`src/hw/rtl/i2cebam_pkg.sv`:
```
package i2cebam_pkg;

	localparam int unsigned HalfW  = 16;
	localparam int unsigned CycleW = 24;
	localparam int unsigned PollW  = 8;
	localparam int unsigned TickW  = 24;
	localparam int unsigned CfgW   = 24;
	localparam int unsigned CfgIdxW = 2;

	localparam logic [CfgIdxW-1:0] CFG_HALF_PERIOD = 2'd0;
	localparam logic [CfgIdxW-1:0] CFG_WRITE_CYCLE = 2'd1;
	localparam logic [CfgIdxW-1:0] CFG_POLL_LIMIT  = 2'd2;

	localparam logic [HalfW-1:0]  HALF_PERIOD_RESET = 16'd50;
	localparam logic [CycleW-1:0] WRITE_CYCLE_RESET = 24'd250000;
	localparam logic [PollW-1:0]  POLL_LIMIT_RESET  = 8'd255;

	localparam logic [1:0] MODE_IDLE  = 2'd0;
	localparam logic [1:0] MODE_WRITE = 2'd1;
	localparam logic [1:0] MODE_READ  = 2'd2;

	localparam logic [7:0] CTRL_WRITE_BYTE = 8'hA0;
	localparam logic [7:0] CTRL_READ_BYTE  = 8'hA1;

	typedef enum logic [17:0] {
		PH_IDLE  = 18'h00001,
		PH_START = 18'h00002,
		PH_BLOW  = 18'h00004,
		PH_BSET  = 18'h00008,
		PH_BHIGH = 18'h00010,
		PH_BTAIL = 18'h00020,
		PH_BREL  = 18'h00040,
		PH_AHIGH = 18'h00080,
		PH_APOLL = 18'h00100,
		PH_ALOW  = 18'h00200,
		PH_RLOW  = 18'h00400,
		PH_RPRE  = 18'h00800,
		PH_RHIGH = 18'h01000,
		PH_RTAIL = 18'h02000,
		PH_NHIGH = 18'h04000,
		PH_NLOW  = 18'h08000,
		PH_STOP  = 18'h10000,
		PH_WAIT  = 18'h20000
	} phase_t;

	typedef struct packed {
		phase_t           phase;
		logic [3:0]       bit_count;
		logic [7:0]       shift_byte;
		logic [2:0]       byte_index;
		logic [TickW-1:0] tick_count;
		logic [PollW-1:0] poll_count;
		logic [7:0]       data_latch;
		logic             is_read;
		logic             scl;
		logic             sda;
	} state_t;

	typedef struct packed {
		logic       scl_level;
		logic       sda_release;
		logic       busy_res;
		logic       done_res;
		logic [7:0] read_byte;
	} result_t;

	typedef struct packed {
		logic [HalfW-1:0]  half_period_ticks;
		logic [CycleW-1:0] write_cycle_ticks;
		logic [PollW-1:0]  ack_poll_limit;
	} config_t;

endpackage

```
`src/hw/rtl/i2c_eeprom_byte_access_master_core.sv`:
```
// A request is taken into the input register, then its result into the result register.
// Throughput: one request per cycle; the pin sequencer advances once per request.
// The input register and the result register each stall only on a held result.
// Asynchronous active-low reset returns the sequencer to idle with both pins
// released and loads the three configuration registers with their defaults.
module i2c_eeprom_byte_access_master_core #(
	parameter int unsigned ADDRESS_BITS = 16
) (
	input  logic        clk,
	input  logic        arst_n,
	input  logic        cfg_write_en,
	input  logic [1:0]  cfg_index,
	input  logic [23:0] cfg_data,
	input  logic        in_valid,
	output logic        in_ready,
	input  logic [1:0]  mode,
	input  logic [15:0] mem_address,
	input  logic [7:0]  write_byte,
	input  logic        sda_level,
	output logic        out_valid,
	input  logic        out_ready,
	output logic        scl_level,
	output logic        sda_release,
	output logic        busy_res,
	output logic        done_res,
	output logic [7:0]  read_byte
);

	i2cebam_pkg::config_t  cfg_q;
	i2cebam_pkg::state_t   state_q;
	i2cebam_pkg::state_t   state_nxt;
	logic [ADDRESS_BITS-1:0] address_q;
	logic [ADDRESS_BITS-1:0] address_nxt;
	i2cebam_pkg::result_t  res_nxt;
	i2cebam_pkg::result_t  res_q;
	logic                  out_valid_q;

	logic        valid_s1;
	logic [1:0]  mode_s1;
	logic [15:0] mem_address_s1;
	logic [7:0]  write_byte_s1;
	logic        sda_level_s1;
	logic        advance;

	assign advance = valid_s1 && (!out_valid_q || out_ready);
	assign in_ready = !valid_s1 || advance;

	always_ff @(posedge clk or negedge arst_n) begin
		if (!arst_n) begin
			cfg_q.half_period_ticks <= i2cebam_pkg::HALF_PERIOD_RESET;
			cfg_q.write_cycle_ticks <= i2cebam_pkg::WRITE_CYCLE_RESET;
			cfg_q.ack_poll_limit <= i2cebam_pkg::POLL_LIMIT_RESET;
		end else if (cfg_write_en) begin
			case (cfg_index)
				i2cebam_pkg::CFG_HALF_PERIOD: begin
					cfg_q.half_period_ticks <= cfg_data[i2cebam_pkg::HalfW-1:0];
				end
				i2cebam_pkg::CFG_WRITE_CYCLE: begin
					cfg_q.write_cycle_ticks <= cfg_data[i2cebam_pkg::CycleW-1:0];
				end
				i2cebam_pkg::CFG_POLL_LIMIT: begin
					cfg_q.ack_poll_limit <= cfg_data[i2cebam_pkg::PollW-1:0];
				end
				default: begin
				end
			endcase
		end
	end

	always_ff @(posedge clk or negedge arst_n) begin
		if (!arst_n) begin
			valid_s1 <= 1'b0;
		end else if (in_ready) begin
			valid_s1 <= in_valid;
		end
	end

	always_ff @(posedge clk) begin
		if (in_ready && in_valid) begin
			mode_s1 <= mode;
			mem_address_s1 <= mem_address;
			write_byte_s1 <= write_byte;
			sda_level_s1 <= sda_level;
		end
	end

	i2cebam_step #(
		.ADDRESS_BITS(ADDRESS_BITS)
	) u_step (
		.cur(state_q),
		.cur_address(address_q),
		.cfg(cfg_q),
		.mode(mode_s1),
		.mem_address(mem_address_s1),
		.write_byte(write_byte_s1),
		.sda_level(sda_level_s1),
		.nxt(state_nxt),
		.nxt_address(address_nxt),
		.res(res_nxt)
	);

	always_ff @(posedge clk or negedge arst_n) begin
		if (!arst_n) begin
			state_q.phase <= i2cebam_pkg::PH_IDLE;
			state_q.bit_count <= '0;
			state_q.shift_byte <= '0;
			state_q.byte_index <= '0;
			state_q.tick_count <= '0;
			state_q.poll_count <= '0;
			state_q.data_latch <= '0;
			state_q.is_read <= 1'b0;
			state_q.scl <= 1'b1;
			state_q.sda <= 1'b1;
			address_q <= '0;
			out_valid_q <= 1'b0;
		end else begin
			if (advance) begin
				state_q <= state_nxt;
				address_q <= address_nxt;
			end
			if (advance) begin
				out_valid_q <= 1'b1;
			end else if (out_ready) begin
				out_valid_q <= 1'b0;
			end
		end
	end

	always_ff @(posedge clk) begin
		if (advance) begin
			res_q <= res_nxt;
		end
	end

	assign out_valid = out_valid_q;
	assign scl_level = res_q.scl_level;
	assign sda_release = res_q.sda_release;
	assign busy_res = res_q.busy_res;
	assign done_res = res_q.done_res;
	assign read_byte = res_q.read_byte;

endmodule

```
`src/hw/rtl/i2cebam_step.sv`:
```
module i2cebam_step #(
	parameter int unsigned ADDRESS_BITS = 16
) (
	input  i2cebam_pkg::state_t    cur,
	input  logic [ADDRESS_BITS-1:0] cur_address,
	input  i2cebam_pkg::config_t   cfg,
	input  logic [1:0]              mode,
	input  logic [15:0]             mem_address,
	input  logic [7:0]              write_byte,
	input  logic                    sda_level,
	output i2cebam_pkg::state_t    nxt,
	output logic [ADDRESS_BITS-1:0] nxt_address,
	output i2cebam_pkg::result_t   res
);

	logic [i2cebam_pkg::TickW-1:0] half_ticks;
	logic [i2cebam_pkg::TickW-1:0] tick_dec;
	logic [15:0]                   addr_wide;
	logic [7:0]                    idx_byte;
	logic [2:0]                    idx_next;
	logic                          ent_en;
	i2cebam_pkg::phase_t           ent;
	logic                          done;

	assign half_ticks = (cfg.half_period_ticks == '0) ? i2cebam_pkg::TickW'(1) :
		i2cebam_pkg::TickW'(cfg.half_period_ticks);
	assign tick_dec = (cur.tick_count != '0) ? cur.tick_count - 1'b1 : cur.tick_count;
	assign addr_wide = 16'(cur_address);
	assign idx_next = (cur.phase == i2cebam_pkg::PH_ALOW) ? cur.byte_index + 3'd1 :
		cur.byte_index;

	always_comb begin
		case (idx_next)
			3'd0: idx_byte = i2cebam_pkg::CTRL_WRITE_BYTE;
			3'd1: idx_byte = addr_wide[15:8];
			3'd2: idx_byte = addr_wide[7:0];
			default: idx_byte = cur.is_read ? i2cebam_pkg::CTRL_READ_BYTE : cur.data_latch;
		endcase
	end

	always_comb begin
		nxt = cur;
		nxt_address = cur_address;
		done = 1'b0;
		ent_en = 1'b0;
		ent = i2cebam_pkg::PH_IDLE;

		if (cur.phase == i2cebam_pkg::PH_IDLE) begin
			if (mode == i2cebam_pkg::MODE_WRITE || mode == i2cebam_pkg::MODE_READ) begin
				nxt_address = mem_address[ADDRESS_BITS-1:0];
				nxt.data_latch = write_byte;
				nxt.is_read = (mode == i2cebam_pkg::MODE_READ);
				nxt.byte_index = 3'd0;
				nxt.bit_count = 4'd0;
				nxt.shift_byte = 8'd0;
				ent_en = 1'b1;
				ent = i2cebam_pkg::PH_START;
			end
		end else if (cur.phase == i2cebam_pkg::PH_APOLL) begin
			if (sda_level && cur.poll_count < cfg.ack_poll_limit) begin
				nxt.poll_count = cur.poll_count + 1'b1;
			end else begin
				ent_en = 1'b1;
				ent = i2cebam_pkg::PH_ALOW;
			end
		end else begin
			nxt.tick_count = tick_dec;
			if (tick_dec == '0) begin
				ent_en = 1'b1;
				case (cur.phase)
					i2cebam_pkg::PH_START: begin
						nxt.shift_byte = idx_byte;
						nxt.bit_count = 4'd0;
						nxt.sda = 1'b0;
						ent = i2cebam_pkg::PH_BLOW;
					end
					i2cebam_pkg::PH_BLOW: ent = i2cebam_pkg::PH_BSET;
					i2cebam_pkg::PH_BSET: ent = i2cebam_pkg::PH_BHIGH;
					i2cebam_pkg::PH_BHIGH: begin
						nxt.bit_count = cur.bit_count + 4'd1;
						ent = (nxt.bit_count < 4'd8) ? i2cebam_pkg::PH_BLOW :
							i2cebam_pkg::PH_BTAIL;
					end
					i2cebam_pkg::PH_BTAIL: ent = i2cebam_pkg::PH_BREL;
					i2cebam_pkg::PH_BREL: ent = i2cebam_pkg::PH_AHIGH;
					i2cebam_pkg::PH_AHIGH: ent = i2cebam_pkg::PH_APOLL;
					i2cebam_pkg::PH_ALOW: begin
						nxt.byte_index = idx_next;
						if (cur.is_read && idx_next == 3'd3) begin
							ent = i2cebam_pkg::PH_START;
						end else if (cur.is_read && idx_next >= 3'd4) begin
							nxt.bit_count = 4'd0;
							nxt.shift_byte = 8'd0;
							ent = i2cebam_pkg::PH_RLOW;
						end else if (!cur.is_read && idx_next >= 3'd4) begin
							ent = i2cebam_pkg::PH_STOP;
						end else begin
							nxt.shift_byte = idx_byte;
							nxt.bit_count = 4'd0;
							ent = i2cebam_pkg::PH_BLOW;
						end
					end
					i2cebam_pkg::PH_RLOW: ent = i2cebam_pkg::PH_RPRE;
					i2cebam_pkg::PH_RPRE: ent = i2cebam_pkg::PH_RHIGH;
					i2cebam_pkg::PH_RHIGH: begin
						nxt.shift_byte = {cur.shift_byte[6:0], sda_level};
						nxt.bit_count = cur.bit_count + 4'd1;
						ent = (nxt.bit_count < 4'd8) ? i2cebam_pkg::PH_RPRE :
							i2cebam_pkg::PH_RTAIL;
					end
					i2cebam_pkg::PH_RTAIL: ent = i2cebam_pkg::PH_NHIGH;
					i2cebam_pkg::PH_NHIGH: ent = i2cebam_pkg::PH_NLOW;
					i2cebam_pkg::PH_NLOW: ent = i2cebam_pkg::PH_STOP;
					i2cebam_pkg::PH_STOP: begin
						ent = cur.is_read ? i2cebam_pkg::PH_IDLE : i2cebam_pkg::PH_WAIT;
					end
					default: ent = i2cebam_pkg::PH_IDLE;
				endcase
			end
		end

		if (ent_en) begin
			nxt.phase = ent;
			nxt.tick_count = half_ticks;
			case (ent)
				i2cebam_pkg::PH_START: begin
					nxt.scl = 1'b1;
					nxt.sda = 1'b1;
				end
				i2cebam_pkg::PH_BLOW: nxt.scl = 1'b0;
				i2cebam_pkg::PH_BSET: nxt.sda = nxt.shift_byte[3'd7 - nxt.bit_count[2:0]];
				i2cebam_pkg::PH_BHIGH: nxt.scl = 1'b1;
				i2cebam_pkg::PH_BTAIL: nxt.scl = 1'b0;
				i2cebam_pkg::PH_BREL: nxt.sda = 1'b1;
				i2cebam_pkg::PH_AHIGH: nxt.scl = 1'b1;
				i2cebam_pkg::PH_APOLL: begin
					nxt.tick_count = '0;
					if (sda_level && cfg.ack_poll_limit != '0) begin
						nxt.poll_count = i2cebam_pkg::PollW'(1);
					end else begin
						nxt.poll_count = '0;
						nxt.phase = i2cebam_pkg::PH_ALOW;
						nxt.tick_count = half_ticks;
						nxt.scl = 1'b0;
					end
				end
				i2cebam_pkg::PH_ALOW: nxt.scl = 1'b0;
				i2cebam_pkg::PH_RLOW: nxt.scl = 1'b0;
				i2cebam_pkg::PH_RPRE: begin
					nxt.scl = 1'b0;
					nxt.sda = 1'b1;
				end
				i2cebam_pkg::PH_RHIGH: nxt.scl = 1'b1;
				i2cebam_pkg::PH_RTAIL: begin
					nxt.scl = 1'b0;
					nxt.sda = 1'b1;
				end
				i2cebam_pkg::PH_NHIGH: begin
					nxt.scl = 1'b1;
					nxt.sda = 1'b1;
				end
				i2cebam_pkg::PH_NLOW: nxt.scl = 1'b0;
				i2cebam_pkg::PH_STOP: begin
					nxt.scl = 1'b1;
					nxt.sda = 1'b0;
				end
				i2cebam_pkg::PH_WAIT: begin
					nxt.scl = 1'b1;
					nxt.sda = 1'b1;
					nxt.tick_count = cfg.write_cycle_ticks;
					if (cfg.write_cycle_ticks == '0) begin
						nxt.phase = i2cebam_pkg::PH_IDLE;
						done = 1'b1;
					end
				end
				default: begin
					nxt.phase = i2cebam_pkg::PH_IDLE;
					nxt.scl = 1'b1;
					nxt.sda = 1'b1;
					nxt.tick_count = '0;
					done = 1'b1;
				end
			endcase
		end

		res.scl_level = nxt.scl;
		res.sda_release = nxt.sda;
		res.busy_res = (nxt.phase != i2cebam_pkg::PH_IDLE);
		res.done_res = done;
		res.read_byte = (done && nxt.is_read) ? nxt.shift_byte : 8'd0;
	end

endmodule
```
`config.mk`:
```
export PLATFORM = sky130hd
export DESIGN_NAME = i2c_eeprom_byte_access_master_core
export DESIGN_NICKNAME = d
export VERILOG_FILES = /design/src/hw/rtl/i2cebam_pkg.sv /design/src/hw/rtl/i2c_eeprom_byte_access_master_core.sv /design/src/hw/rtl/i2cebam_step.sv
export SDC_FILE = /design/constraint.sdc
export NUM_CORES = 1
export LEC_CHECK = 0
export BUFFER_PORTS_ARGS = -buffer_cell sky130_fd_sc_hd__buf_4
export CAP_MARGIN = 30
export CORE_MARGIN = 1
export CORE_UTILIZATION = 33
export DETAILED_ROUTE_END_ITERATION = 8
export PLACE_DENSITY = 0.54
export SLEW_MARGIN = 15
export SYNTH_ARGS = -nofsm -noshare
export SYNTH_HDL_FRONTEND = slang
export SYNTH_SLANG_ARGS = --single-unit
```
`constraint.sdc`:
```
create_clock -name clk -period 4.8 [get_ports clk]
set_input_delay 1.2 -clock clk [delete_from_list [all_inputs] [get_ports clk]]
set_output_delay 1.2 -clock clk [all_outputs]
set_load 0.02 [all_outputs]
```
==> results of run 1 <==
-- power by group --
group          internal (mW)  switching (mW)  total, mW
Clock                  0.790           0.671       1.46
Sequential              1.90           0.338       2.23
Combinational          0.680           0.926       1.61
Total                   3.37            1.93       5.30
-- through the flow --
stage | setup slack [ns] | power, mW
2_1_floorplan | 0.824 | 3.30
3_3_place_gp | 0.414 | 3.83
3_5_place_dp | 0.257 | 3.85
4_1_cts | 0.223 | 5.34
5_1_grt | 0.0130 | 5.65
6_report | 0.382 | 5.30
-- synthesized netlist by cell type, types with 14 or more instances --
| cell | number |
|---|---|
| nand2_1 | 135 |
| dfrtp_1 | 121 |
| nor2_1 | 85 |
| o21ai_0 | 77 |
| mux2_2 | 76 |
| a21oi_1 | 48 |
| edfxtp_1 | 39 |
| clkbuf_1 | 36 |
| nor3_1 | 36 |
| nor4_1 | 29 |
| inv_1 | 23 |
| dfstp_2 | 21 |
| nand3_1 | 18 |
| nand4_1 | 16 |
| a22oi_1 | 14 |
-- cells by family (layout without fill, tap and decap cells) --
logic type / count (synthesis) / in the layout / share of synthesized area [%]
AND/OR/NAND/NOR: 415 / 415 / 21.6
AO/OA/AOI/OAI: 232 / 232 / 15.3
flip-flops: 181 / 181 / 47.7
multiplexers: 79 / 79 / 8.89
buffers and inverters: 72 / 149 / 2.99
XOR/XNOR: 21 / 21 / 1.85
adder cells (fa/ha/maj): 13 / 13 / 1.63
-- cell type report --
| class | instances | area [um2] |
|---|---|---|
| Timing Repair Buffer | 94 | 729 |
| Tap cell | 390 | 488 |
| Clock inverter | 15 | 185 |
| Sequential cell | 181 | 4750 |
| Inverter | 23 | 86.3 |
| Clock buffer | 17 | 425 |
| Fill cell | 3028 | 18000 |
| Multi-Input combinational cell | 760 | 4930 |
-- registers in the layout, indices dropped and copies added (netlist names) --
register	cells
state_q	76
cfg_q	48
address_q	16
mem_address_s1	16
read_byte	8
write_byte_s1	8
mode_s1	2
busy_res	1
done_res	1
out_valid	1
scl_level	1
sda_level_s1	1
sda_release	1
valid_s1	1
-- layer usage --
layer | up-vias | share of wire [%]
li1 | 3870 | -
met4 | 0 | 1.7
met3 | 33 | 5.4
met5 | - | 0
met2 | 223 | 44
met1 | 3895 | 49
-- repair_timing --
| action | CTS | global route |
|---|---|---|
| setup buffers | 0 | 0 |
| gates resized for setup | 0 | 3 |
| setup endpoints to repair | 0 | 10 |
-- cell usage in the layout (no fill, tap or decap), types with 8 or more instances in the layout --
cell type    n
buf_4       91
mux2_2      76
clkbuf_16   17
a221oi_1     9
o21ai_0     77
xor2_1      13
nor2_1      85
edfxtp_1    39
inv_1       23
nor3_1      36
xnor2_1      8
a22oi_1     14
dfrtp_1    121
nand3b_1     9
dfstp_2     21
or3_1       13
nand4_1     16
nand2_1    135
or4_1        8
nor4_1      29
a21oi_1     48
nand3_1     18
nand2b_1    13
a22o_1      13
ha_1        13
-- tightest hold or removal path: stages (launching register included) --
cell      delay (ns)
edfxtp_1        0.33
nand2_1         0.04
o21ai_0         0.06
-- worst max path at each step --
stage / startpoint / depth (start not counted) / slack [ns] / endpoint
final: state_q[19]$_DFFE_PN0P_ / 14 / 0.38 / sda_release$_DFFE_PP_
after global placement: state_q[19]$_DFFE_PN0P_ / 14 / 0.41 / sda_release$_DFFE_PP_
after floorplan: state_q[28]$_DFFE_PN0P_ / 14 / 0.82 / sda_release$_DFFE_PP_
after global routing: state_q[19]$_DFFE_PN0P_ / 14 / 0.01 / sda_release$_DFFE_PP_
after detailed placement: state_q[19]$_DFFE_PN0P_ / 14 / 0.26 / sda_release$_DFFE_PP_
after CTS: state_q[19]$_DFFE_PN0P_ / 14 / 0.22 / sda_release$_DFFE_PP_
==> reports/metrics.cfg, run 1 <==
[final_layout]
fin_area_mm2 = 0.0116
drive_above_1_share_pct = 23.2
fin_cells = 1480
antenna_cells = 0
area_growth_pct = 16.5
fin_nets = 1148
fin_util_pct = 39.1

[power_and_ir_drop]
p_per_area_mw_per_mm2 = 457
p_leak_nw = 4.69
ir_worst_vdd_uv = 304

[clock_tree]
clock_sinks = 181
clock_latency_ns = 0.45
htree_levels = 4
path_clk_slew_ns = 0.08
root_buffer = clkbuf_16
hold_buffers = 0
cts_made_buffers = 17
cts_tree = built
cts_max_path_buffers = 2

[grt]
grt_pass1_vias = 7805
grt_pass1_wl_mm = 44.1
grt_start_max_net_pins = 90
grt.total_usage_pct = 18.3
grt-ovfl-total = 0
antenna_found_initial = 0
busiest_layer = met2
grtUsageMet1_pct = 26.6
met3_usage_pct = 3.77
met2_usage_pct = 27.0

[setup_path]
critPathMaxFanout = 11
critPathKind = flip-flop to flip-flop
reg2reg_to = sda_release$_DFFE_PP_
reg2reg_depth = 14
cp_slowest_cell = or3_4
cp_data_required_time_ns = 4.99
arrival_ns = 4.60
r2r_start = state_q[19]$_DFFE_PN0P_
critPathBufInv = 1
cp-end-kind = flip-flop
slowest_delay_ns = 0.54
crit_family = simple AND/OR/NAND/NOR gates
cp-start-kind = flip-flop
crit_chain = inv_1 -> ha_1 -> nor3b_4 -> nand2_1 -> nor4_1 -> a2bb2oi_1 -> nand4_2 -> or3_4 -> o31a_1 -> a211oi_1 -> nor3b_1 -> or3_1 -> mux2i_1 -> a21oi_1
rrSetupSlack_ns = 0.38

[logic_synthesis]
ys_async_sr_fraction_pct = 78.5
yosysUniqueCellTypes = 83
synth_top_area_cell = dfrtp_1
syn_inst = 1013
avgSynthCellArea_um2 = 9.83
ys_seq_area_share_pct = 47.7
synthFlopType = dfrtp_1
synth-edff-count = 39
synth_area_leaders = dfrtp_1 30%, edfxtp_1 12%, mux2_2 8.6%
netlist_area_mm2 = 0.00996
yosysWarnings = 0
syn_nets = 1084
synth_top_area_share_pct = 30.4
ys_ff_latch = 181

[timing]
rsz0062_at_grt = false
max_slew_margin_pct = 39.7
fin_tns_setup_ns = 0
clock_skew_ns = 0.0127
finalMaxSlewViolations = 0
clock.fmax_ghz = 0.226
hold_viol = 0
setup_viol = 0
worst_pin_slew_ns = 0.897
min_period_over_period_pct = 92.0
whs_ns = 0.467
period_needed_ns = 4.42

[place]
place_inst = 1448
place.gp.congestion = 0.902
dpl.hpwl_mm = 20.1
port_buffers = 71
place_area_mm2 = 0.0110

[worst_hold_path]
min_path_cells = 2
min_to = state_q[10]$_DFFE_PN0P_
hp-start = write_byte_s1[7]$_DFFE_PP_
min_path_type = flip-flop to flip-flop

[floorplan]
die_area_mm2 = 0.0309
io_pins = 72
core_mm2 = 0.0296
die_y_um = 176
die_x_um = 176
start_util_pct = 33.6
num_rows = 63

[run]
maxCapViolCount = 0

[status]
status = completed

[drt]
dr.pass1.iters = 5
drt_iter0_drc = 578
vias_per_cell = 5.42
drt-total-wl_mm = 26.8
detail_route.wl_per_cell_um = 18.1
vias = 8021
ant_nets = 0
drc = 0

Power figures use the tool's default switching activity.
==> inputs of run 2 (changes only) <==
- clock period: 4.8 -> 4.46 ns (I/O delays scaled with it)
==> reports/metrics.cfg, run 2 (synthesized netlist as in run 1, its figures left out) <==
[status]
status = completed

[place]
preCtsSetupSlack_ns = 0.203
dpl.hpwl_mm = 20.9
port_buffers = 71
place.gp.congestion = 0.932

[floorplan]
num_rows = 63
die_area_mm2 = 0.0309
start_util_pct = 33.6
die_y_um = 176
core_mm2 = 0.0296
io_pins = 72
die_x_um = 176

[clock_tree]
cts_max_path_buffers = 2
htree_levels = 4
path_clk_slew_ns = 0.07
root_buffer = clkbuf_16
cts_resized = 0
hold_buffers = 0
clock_latency_ns = 0.46
clock_sinks = 181
cts_made_buffers = 17
cts_tree = built
cts_setup_buffers = 0

[timing]
setup_viol = 0
hold_viol = 0
period_needed_ns = 4.23
max_slew_margin_pct = 37.3
clock.fmax_ghz = 0.236
fin_tns_setup_ns = 0
whs_ns = 0.475
worst_pin_slew_ns = 0.936
setup_slack_ns = 0.228
rsz0062_at_grt = false
min_period_over_period_pct = 94.9
finalMaxSlewViolations = 0
clock_skew_ns = 0.0136

[grt]
grt_pass1_wl_mm = 44.7
grt_start_max_net_pins = 91
grt_pass1_vias = 7922
grt-ovfl-total = 0
grt.total_usage_pct = 18.6
antenna_found_initial = 0

[final_layout]
reg_top3 = state_q x76, cfg_q x48
regArea_mm2 = 0.00475
fillers = 3004
antenna_cells = 0
drive_above_1_share_pct = 25.1
largest_register = state_q
largest_reg_flops = 76
final_cell_mix = 134 x nand2_1, 121 x dfrtp_1, 117 x buf_4
area_growth_pct = 18.6
multi_input_area_mm2 = 0.00495
fin_nets = 1175
final_common_cell = nand2_1

[power_and_ir_drop]
intPower_mw = 3.65
p_leak_nw = 4.83
switching_share_pct = 36.9
clock_power_share_pct = 26.4
ir_worst_vdd_uv = 305
p_sw_mw = 2.14
p_seq_share_pct = 41.0
p_per_area_mw_per_mm2 = 490
combPwrFrac_pct = 32.6

[drt]
vias = 8168
drc = 0
met1_length_mm = 13.7
wl_met3_mm = 1.47
drt-total-wl_mm = 27.8
dr.pass1.iters = 5
ant_nets = 0
wl_met2_mm = 12.3
detail_route.wl_per_cell_um = 18.4
drt_iter0_drc = 571
highest_layer = met4
vias_per_cell = 5.42

[setup_path]
cp-end-kind = flip-flop
critPathMaxFanout = 10
r2r_start = state_q[63]$_DFFE_PN0P_
rrSetupSlack_ns = 0.23
arrival_ns = 4.43
critPathKind = flip-flop to flip-flop
crit_start = state_q[63]$_DFFE_PN0P_
reg2reg_to = sda_release$_DFFE_PP_
reg2reg_depth = 11
worstSetupEndpoint = sda_release$_DFFE_PP_
cp-start-kind = flip-flop
cp_data_required_time_ns = 4.66

[run]
maxCapViolCount = 0

[worst_hold_path]
min_path_type = flip-flop to flip-flop

run 2: cell count changes in the layout (fill, tap and decap cells not counted), sizes merged:
| cell | before | now |
|---|---|---|
| buf | 94 | 121 |
| bufinv | 2 | 1 |
| clkinv | 3 | 7 |
| clkinvlp | 3 | 1 |
| inv | 30 | 29 |
run 2: power groups by stage:
stage | registers, mW | clock network [mW] | logic, mW
floorplan | 2.25 | 0 | 1.30
global placement | 2.38 | 0 | 1.86
detailed placement | 2.39 | 0 | 1.87
CTS | 2.36 | 1.58 | 1.88
global route | 2.41 | 1.64 | 2.08
finish | 2.37 | 1.53 | 1.89
run 2: worst min-delay path by stage:
stage	start	to	slack (ns)	depth (start not counted)
final	write_byte_s1[7]$_DFFE_PP_	state_q[10]$_DFFE_PN0P_	0.48	2
after global placement	write_byte_s1[7]$_DFFE_PP_	state_q[10]$_DFFE_PN0P_	0.45	2
after CTS	write_byte_s1[3]$_DFFE_PP_	state_q[6]$_DFFE_PN0P_	0.48	1
after floorplan	write_byte_s1[7]$_DFFE_PP_	state_q[10]$_DFFE_PN0P_	0.43	2
after detailed placement	write_byte_s1[0]$_DFFE_PP_	state_q[3]$_DFFE_PN0P_	0.46	1
after global routing	mem_address_s1[9]$_DFFE_PP_	address_q[9]$_DFFE_PN0P_	0.49	1
run 2: final cells by class:
type | count | share of cell area [%]
Multi-Input combinational cell | 760 | 41.9
Inverter | 23 | 0.731
Clock inverter | 15 | 1.40
Timing Repair Buffer | 121 | 8.00
Clock buffer | 17 | 3.60
Tap cell | 390 | 4.13
Sequential cell | 181 | 40.2
run 2: per-stage QoR:
step / cells / instance area [um2] / power [mW] / util, %
after floorplan: 1013 / 9960 / 3.55 / -
after global placement: 1473 / 11200 / 4.24 / 37.7
after detailed placement: 1474 / 11200 / 4.26 / 37.7
after CTS: 1506 / 11800 / 5.82 / 39.7
after global routing: 1507 / 11800 / 6.13 / 39.9
final: 1507 / 11800 / 5.79 / 39.9
run 2: critical path, stage by stage, from the launching register on:
cell	delay [ns]
dfrtp_1	0.48
or4_1	0.67
nor3_1	0.44
nand4_1	0.36
a41o_1	0.38
nor4_1	0.35
o21ai_2	0.24
a211oi_1	0.22
nor3b_1	0.08
or3_1	0.37
mux2i_1	0.26
a21oi_1	0.11
run 2: per-layer routing:
| metal | up-vias | track usage (%) |
|---|---|---|
| met5 | - | 0 |
| met4 | 0 | 5.22 |
| met3 | 23 | 3.68 |
| met2 | 209 | 27.6 |
| met1 | 3994 | 27.3 |
| li1 | 3942 | - |
==> inputs of run 3 (changes only) <==
- CAP_MARGIN: 30 -> unset
- CORE_UTILIZATION: 33 -> 45
- PLACE_DENSITY: 0.54 -> 0.67
==> reports/metrics.cfg, run 3 (synthesized netlist as in run 1, its figures left out) <==
[setup_path]
cp_data_required_time_ns = 4.65
worstSetupEndpoint = sda_release$_DFFE_PP_
crit_family = simple AND/OR/NAND/NOR gates
rrSetupSlack_ns = 0.17
cp_num_cells = 14
slowest_delay_ns = 0.55
crit_chain = inv_1 -> ha_1 -> nor4b_2 -> and4_2 -> a211oi_1 -> o32ai_2 -> nand3_1 -> or3_4 -> o31a_1 -> a22oi_4 -> a2111oi_0 -> or3_1 -> mux2i_1 -> a21oi_1
reg2reg_depth = 14
reg2reg_to = sda_release$_DFFE_PP_
cp-start-kind = flip-flop
critPathKind = flip-flop to flip-flop
arrival_ns = 4.47
crit_start = state_q[19]$_DFFE_PN0P_
cp-end-kind = flip-flop
cp_slowest_cell = or3_4
critPathBufInv = 1
critPathMaxFanout = 11
r2r_start = state_q[19]$_DFFE_PN0P_

[status]
status = completed

[final_layout]
largest_reg_flops = 76
largest_register = state_q
final_common_cell = nand2_1
antenna_cells = 0
regArea_mm2 = 0.00475
drive_above_1_share_pct = 24.8
multi_input_area_mm2 = 0.00499
fillers = 1964
fin_area_mm2 = 0.0116
reg_top3 = state_q x76, cfg_q x48
fin_cells = 1383
area_growth_pct = 16.6
fin_nets = 1161
final_cell_mix = 134 x nand2_1, 121 x dfrtp_1, 105 x buf_4

[timing]
setup_viol = 0
clock_skew_ns = 0.0118
clock.fmax_ghz = 0.233
period_needed_ns = 4.29
max_slew_margin_pct = 28.7
finalMaxSlewViolations = 0
min_period_over_period_pct = 96.1
hold_viol = 0
worst_pin_slew_ns = 1.06

[clock_tree]
root_buffer = clkbuf_16
clock_latency_ns = 0.45
cts_max_path_buffers = 2
htree_levels = 4
path_clk_slew_ns = 0.08
cts_made_buffers = 17
cts_setup_buffers = 0
cts_tree = built
clock_sinks = 181

[grt]
grt_pass1_vias = 7999
antenna_found_initial = 0
grt_start_max_net_pins = 90
grt_pass1_wl_mm = 42.9
grt-ovfl-total = 0
grt.total_usage_pct = 24.4

[place]
place.gp.congestion = 0.988
port_buffers = 71
dpl.hpwl_mm = 19.2
place_area_mm2 = 0.0109
place_inst = 1351

[floorplan]
die_x_um = 151
num_rows = 54
die_y_um = 151
die_area_mm2 = 0.0227
io_pins = 72
core_mm2 = 0.0218
start_util_pct = 45.8

[drt]
vias = 8508
wl_met3_mm = 2.02
ant_nets = 0
wl_met2_mm = 11.3
drt-total-wl_mm = 26.4
vias_per_cell = 6.15
highest_layer = met4
detail_route.wl_per_cell_um = 19.1
dr.pass1.iters = 6
drc = 0
met1_length_mm = 12.3
drt_iter0_drc = 879

[power_and_ir_drop]
p_leak_nw = 4.77
ir_worst_vdd_uv = 245
p_per_area_mw_per_mm2 = 496

[worst_hold_path]
min_path_type = flip-flop to flip-flop
min_path_cells = 2

[run]
maxCapViolCount = 0

run 3: changes by cell type in the layout (fill, tap and decap cells not counted), moves of 2 or more:
| cell | previous run | this run |
|---|---|---|
| inv_12 | 0 | 2 |
| nor4_1 | 28 | 26 |
| clkinv_8 | 2 | 6 |
| nor4_2 | 2 | 4 |
| buf_4 | 117 | 105 |
run 3: what timing repair did:
action / 4_1_cts / 5_1_grt
setup endpoints to repair: 1 / 41
resized for setup: 1 / 10
hold buffers: 0 / 0
pin swaps: 0 / 1
run 3: routing by layer:
layer	vias up	global-route usage [%]
li1	3926	-
met1	4129	36.6
met2	382	34.8
met3	71	4.64
met4	0	8.50
met5	-	0
run 3: through the flow:
| step | util [%] | setup TNS, ns | setup WS, ns | hold WS, ns | power [mW] |
|---|---|---|---|---|---|
| floorplan | - | 0 | 0.484 | 0.426 | 3.55 |
| global placement | 50.2 | 0 | 0.230 | 0.428 | 4.09 |
| detailed placement | 50.2 | 0 | 0.0377 | 0.461 | 4.14 |
| CTS | 53.1 | 0 | 0.0591 | 0.479 | 5.70 |
| global route | 53.4 | -0.0497 | -0.0497 | 0.482 | 6.06 |
| finish | 53.4 | 0 | 0.173 | 0.473 | 5.76 |
run 3: worst register-to-register path, cell delays in order (launching register included):
cell and delay (ns):
dfrtp_1 0.44, inv_1 0.11, ha_1 0.15, nor4b_2 0.30, and4_2 0.41, a211oi_1 0.17, o32ai_2 0.34, nand3_1 0.24
or3_4 0.55, o31a_1 0.37, a22oi_4 0.25, a2111oi_0 0.09, or3_1 0.33, mux2i_1 0.19, a21oi_1 0.10
run 3: cell type report:
class,instances,share of cell area (%)
multi-input combinational,760,42.9
sequential,181,40.9
timing repair buffer,107,7.06
clock buffer,17,3.66
tap,280,3.02
clock inverter,15,1.69
inverter,23,0.743
run 3: where the power goes:
group	switching [mW]	total (mW)	leakage (nW)	internal [mW]
Clock	0.779	1.55	0.299	0.771
Combinational	1.04	1.81	2.34	0.768
Sequential	0.356	2.40	2.14	2.04
Total	2.18	5.76	4.77	3.58
run 3: worst min-delay path by stage:
stage / from / endpoint / slack (ns)
CTS: mem_address_s1[12]$_DFFE_PP_ / address_q[12]$_DFFE_PN0P_ / 0.48
global route: mem_address_s1[12]$_DFFE_PP_ / address_q[12]$_DFFE_PN0P_ / 0.48
floorplan: write_byte_s1[7]$_DFFE_PP_ / state_q[10]$_DFFE_PN0P_ / 0.43
detailed placement: write_byte_s1[7]$_DFFE_PP_ / state_q[10]$_DFFE_PN0P_ / 0.46
global placement: write_byte_s1[7]$_DFFE_PP_ / state_q[10]$_DFFE_PN0P_ / 0.43
finish: write_byte_s1[7]$_DFFE_PP_ / state_q[10]$_DFFE_PN0P_ / 0.47
